--- config.mk ---
export PLATFORM = sky130hd
export DESIGN_NAME = sgb_tap5
export DESIGN_NICKNAME = d
export VERILOG_FILES = /design/src/rtl/sgb_pkg.sv /design/src/rtl/sgb_tap5.sv
export SDC_FILE = /design/constraint.sdc
export NUM_CORES = 2
export LEC_CHECK = 0
export CAP_MARGIN = 20
export CORE_ASPECT_RATIO = 0.6
export CORE_MARGIN = 8
export CORE_UTILIZATION = 61
export CTS_CLUSTER_SIZE = 8
export DETAILED_ROUTE_END_ITERATION = 7
export DONT_BUFFER_PORTS = 1
export PLACE_DENSITY_LB_ADDON = 0.12
export RECOVER_POWER = 100
export SYNTH_ARGS = -nofsm -noshare
export SYNTH_HDL_FRONTEND = slang
export SYNTH_SLANG_ARGS = --single-unit
export TNS_END_PERCENT = 100
--- constraint.sdc ---
create_clock -name clk -period 6.3 [get_ports clk]
set_clock_uncertainty 0.1 [all_clocks]
set_input_delay 0.945 -clock clk [delete_from_list [all_inputs] [get_ports clk]]
set_output_delay 0.945 -clock clk [all_outputs]
set_load 0.1 [all_outputs]
--- src/rtl/sgb_pkg.sv ---
// Shared types and constants for the separable 5x5 blur.
// Used by sgb_tap5 and separable_gaussian_blur_5x5; no dependencies.
`timescale 1ns / 1ps

package sgb_pkg;

	localparam int MAX_WIDTH  = 512;
	localparam int MAX_HEIGHT = 4096;
	localparam int COL_W      = $clog2(MAX_WIDTH);
	localparam int ROW_W      = $clog2(MAX_HEIGHT);
	localparam int WID_W      = COL_W + 1;
	localparam int HGT_W      = ROW_W + 1;
	localparam int MIN_DIM    = 5;

	localparam int PIX_W  = 16;
	localparam int COEF_W = 8;
	localparam int PAIR_W = PIX_W + 1;
	localparam int PRD_W  = PAIR_W + COEF_W;
	localparam int SUM_W  = PRD_W + 2;

	// Division by 17 as a multiply by a rounded-up reciprocal; exact for SUM_W-bit sums
	localparam longint DIVISOR     = 17;
	localparam int     RECIP_SHIFT = 32;
	localparam int     RECIP_W     = 28;
	localparam logic [RECIP_W-1:0] RECIP =
		RECIP_W'(((64'd1 << RECIP_SHIFT) + DIVISOR - 1) / DIVISOR);
	localparam int     QUO_W       = SUM_W + RECIP_W - RECIP_SHIFT;
	localparam logic [PIX_W-1:0] SAT_MAX = '1;

	localparam int CFG_IDX_W  = 3;
	localparam int CFG_DATA_W = HGT_W;

	typedef enum logic [CFG_IDX_W-1:0] {
		CFG_COEF_OUTER,
		CFG_COEF_NEAR,
		CFG_COEF_CENTER,
		CFG_IMAGE_WIDTH,
		CFG_IMAGE_HEIGHT
	} cfg_idx_t;

	typedef struct packed {
		logic [PIX_W-1:0] pixel_in;
		logic             frame_start;
	} pix_in_t;

	typedef struct packed {
		logic [PIX_W-1:0] pixel_out;
		logic             frame_last;
	} pix_out_t;

	// Stage loads of one five-tap filter pipeline
	typedef struct packed {
		logic prod;
		logic sum;
		logic quo;
		logic res;
	} tap_ld_t;

endpackage

--- src/rtl/sgb_tap5.sv ---
// Four-stage symmetric five-tap filter: weight, sum, divide by 17, saturate.
// Depends on sgb_pkg; stage loads come from the owning pipeline.
`timescale 1ns / 1ps

module sgb_tap5 (
	input  logic                         clk,
	input  sgb_pkg::tap_ld_t             ld,
	input  logic [sgb_pkg::PAIR_W-1:0]   sum_outer,
	input  logic [sgb_pkg::PAIR_W-1:0]   sum_near,
	input  logic [sgb_pkg::PIX_W-1:0]    center,
	input  logic [sgb_pkg::COEF_W-1:0]   coef_outer,
	input  logic [sgb_pkg::COEF_W-1:0]   coef_near,
	input  logic [sgb_pkg::COEF_W-1:0]   coef_center,
	output logic [sgb_pkg::PIX_W-1:0]    result
);
	import sgb_pkg::*;

	logic [PRD_W-1:0]          prd_o_s1, prd_n_s1, prd_c_s1;
	logic [SUM_W-1:0]          sum_s2;
	logic [QUO_W-1:0]          quo_s3;
	logic [PIX_W-1:0]          res_s4;
	logic [SUM_W+RECIP_W-1:0]  recip_prod;

	assign recip_prod = {{RECIP_W{1'b0}}, sum_s2} * {{SUM_W{1'b0}}, RECIP};

	always_ff @(posedge clk) begin
		if (ld.prod) begin
			prd_o_s1 <= PRD_W'(sum_outer) * PRD_W'(coef_outer);
			prd_n_s1 <= PRD_W'(sum_near) * PRD_W'(coef_near);
			prd_c_s1 <= PRD_W'(center) * PRD_W'(coef_center);
		end
		if (ld.sum) begin
			sum_s2 <= SUM_W'(prd_o_s1) + SUM_W'(prd_n_s1) + SUM_W'(prd_c_s1);
		end
		if (ld.quo) begin
			quo_s3 <= recip_prod[SUM_W+RECIP_W-1:RECIP_SHIFT];
		end
		if (ld.res) begin
			res_s4 <= (quo_s3 > QUO_W'(SAT_MAX)) ? SAT_MAX : quo_s3[PIX_W-1:0];
		end
	end

	assign result = res_s4;

endmodule

==> run summary <==
Status: finished with violations
Failing checks: negative setup slack
DP HPWL: 55000 um
Final Max Slew Viols: 0
Via-to-Cell Ratio: 5.53
Synth cell count leaders: inv_1 (608), fa_1 (517), ha_1 (419), nand2_1 (271), and2_1 (181)
Initial Util: 0.618
Max cap viols: 0
FILL cells: 3446
Fraction of layout cells with a size suffix above 1: 0.0831
Critical Path Start Type: register
Cell Area, Synth: 0.0278 mm^2
Core ar.: 0.0449 mm^2
GP Congestion: 0.918
H-tree depth: 4
Drt total wl: 64300 um
Pre-antenna DRT Iters: 6
Overall die area: 0.0528 mm^2
Syn nets: 3705
Sequential area share after synthesis: 0.151
Sequential Area: 0.00420 mm^2
CTS buffer count: 17
Post-synth EDFFs: 140
CTS tree: built
Initial antenna violation count: 3
CP dominant cell by count: fa_1
Setup crit end: quo_s3[21]
Placed inst area: 0.0292 mm^2
Clock latency on the worst-skew pair: 450 ps
Crit path DAT: 6760 ps
F_max: 150 MHz
Reg-to-reg critical path startpoint: sum_s2[10]
Critical Path Fanout Max: 4
Hold Vio Cnt, Final: 0
Setup WS post-layout: -355 ps
Crit end category: register
Footprint of the multi-input gates: 0.0214 mm^2
Most common cell in the synthesized netlist: inv_1
Clock Tree Root: clkbuf_16
Ant diodes: 0
Vias in the first global route: 19600
Syn-to-layout area delta: 9.03%
Worst-Margin Slew: 906 ps
Remaining antenna violation count: 0
First-pass GRT wire length: 104000 um
Final Instance Area: 0.0303 mm^2
Largest net degree at the start of global routing: 75
DR WL/cell: 18.9 um
Initial DRC count: 1090
R2r setup slk: -350 ps
CP required: 6410 ps
Unrepaired setup endpoints after global routing: yes
Routed vias: 18800
Cells along the critical path: buf_4 > fa_1 > fa_1 > inv_1 > fa_1 > fa_1 > fa_1 > inv_1 > fa_1 > fa_1 > ha_1 > a21o_1 > a21o_1 > a21o_1 > a221oi_2 > nand2b_4 > a31oi_4 > a31o_4 > a21oi_4 > o21ai_2 > xor2_1
Synth Instances: 2690
Drt drc: 0
Slowest cell on crit path: fa_1
CTS max path bufs: 2
Slew HR: 0.397
Yosys cell types: 60
Cell Rows: 60
Fin nets: 3818
IO buf count: 0
Chip Width: 291 um
Worst min-delay path category: reg2reg
Final min period: 6650 ps
Setup TNS: -3790 ps
GRT Overall Usage: 0.248
Synth area leader: fa_1
Async SR Flop Fraction: 0
Worst R2R End: quo_s3[21]
Syn. warnings: 0
Setup Crit Path Kind: reg2reg
CTS sink cnt: 140
Largest cells by area after synthesis: fa_1 (37%), ha_1 (19%), edfxtp_1 (15%)
Avg Inst Size Synth: 10.3 um^2
Grt ovf: 0
Crit path largest cell delay: 520 ps
Die height: 181 um
Share of Yosys cell area claimed by the top area cell type: 0.373
Period utilization: 1.06
FF-to-FF path depth: 21
Primary FF master, synth: edfxtp_1
Critical path origin: sum_s2[10]
I/O pins: 95
FF+latch count, synth: 140
Final setup viols: 18
Clk slew on worst S/H paths: 70 ps
[cells by family after synthesis]
kind of cell,share of synthesized area
multiplexers,0.000361
XOR/XNOR,0.0319
buffers and inverters,0.0874
adder cells (fa/ha/maj),0.562
flip-flops,0.151
AND/OR/NAND/NOR,0.109
AO/OA/AOI/OAI,0.0582
[per-layer routing]
metal | track usage | vias to the layer above | wire (um)
li1 | - | 8675 | -
met1 | 0.377 | 9545 | 30800
met2 | 0.359 | 566 | 27300
met3 | 0.0703 | 43 | 5690
met4 | 0.0314 | 2 | 518
met5 | 0 | - | 7
[critical path: cells and delay by family, from the launching register on]
family	cells	cell delay (ps)
and+or+nand+nor	1	210
xor gates and xnor gates	1	150
AOI/OAI and AO/OA	8	1520
DFF	1	440
buffers and inverters	3	300
adders and majority gates	8	3680
[layout make-up]
cell class / instances / area share
Clock inverter: 15 / 0.00562
Tap cell: 589 / 0.0244
Clock buffer: 17 / 0.0141
Timing Repair Buffer: 132 / 0.0337
Inverter: 608 / 0.0754
Sequential cell: 140 / 0.139
Multi-Input combinational cell: 1904 / 0.708
[layout by cell type, fill, tap and decap left out, drive strengths merged, types with 3 or more instances in the layout]
cell type / synthesis / routed
xor2: 29 / 29
nand2b: 12 / 12
nor2b: 12 / 12
buf: 0 / 132
a31oi: 10 / 10
a41oi: 3 / 3
clkbuf: 38 / 17
edfxtp: 140 / 140
ha: 419 / 419
o21a: 13 / 13
nand4b: 3 / 3
o21bai: 7 / 7
inv: 608 / 616
nand2: 271 / 271
or2: 22 / 22
a211oi: 6 / 6
a21oi: 93 / 93
o21ai: 48 / 48
o211ai: 5 / 5
and2: 182 / 182
nand3: 13 / 13
clkinvlp: 0 / 4
nand4: 14 / 14
a21o: 42 / 42
nor3: 14 / 14
xnor2: 72 / 72
and4: 4 / 4
and3: 6 / 6
a311oi: 5 / 5
nor4: 3 / 3
a31o: 4 / 4
nor2: 50 / 50
fa: 517 / 517
[worst min path at each step]
| stage | to | cells after the start | start | slack (ps) |
|---|---|---|---|---|
| floorplan | result[0] | 1 | quo_s3[0] | 380 |
| global placement | result[9] | 1 | quo_s3[9] | 380 |
| detailed placement | result[10] | 1 | quo_s3[10] | 390 |
| CTS | result[4] | 1 | quo_s3[4] | 400 |
| global route | result[6] | 1 | quo_s3[6] | 410 |
| finish | result[10] | 1 | quo_s3[10] | 400 |
[per-stage QoR]
stage | worst slack (ps) | std cells | hold slack (ps) | util
after global placement | -611 | 3349 | 384 | 0.650
final | -355 | 3405 | 403 | 0.674
after detailed placement | -628 | 3349 | 389 | 0.650
after CTS | -294 | 3395 | 404 | 0.669
after global routing | -626 | 3405 | 415 | 0.674
after floorplan | -6.12 | 2690 | 382 | -
[flip-flops by register name (all words and copies together), names as in the netlist]
name,flops
quo_s3,23
prd_n_s1,25
prd_o_s1,25
result,16
sum_s2,27
prd_c_s1,24
[what timing repair did]
action | in CTS | in global routing
pin swaps | 21 | 26
setup endpoints to repair | 18 | 20
buffers inserted | 16 | 11
hold buffers | 0 | 0
gates resized for setup | 32 | 31
Power is not shown: default switching activity piles up to over one toggle a cycle in this logic, so the estimate is an artifact.
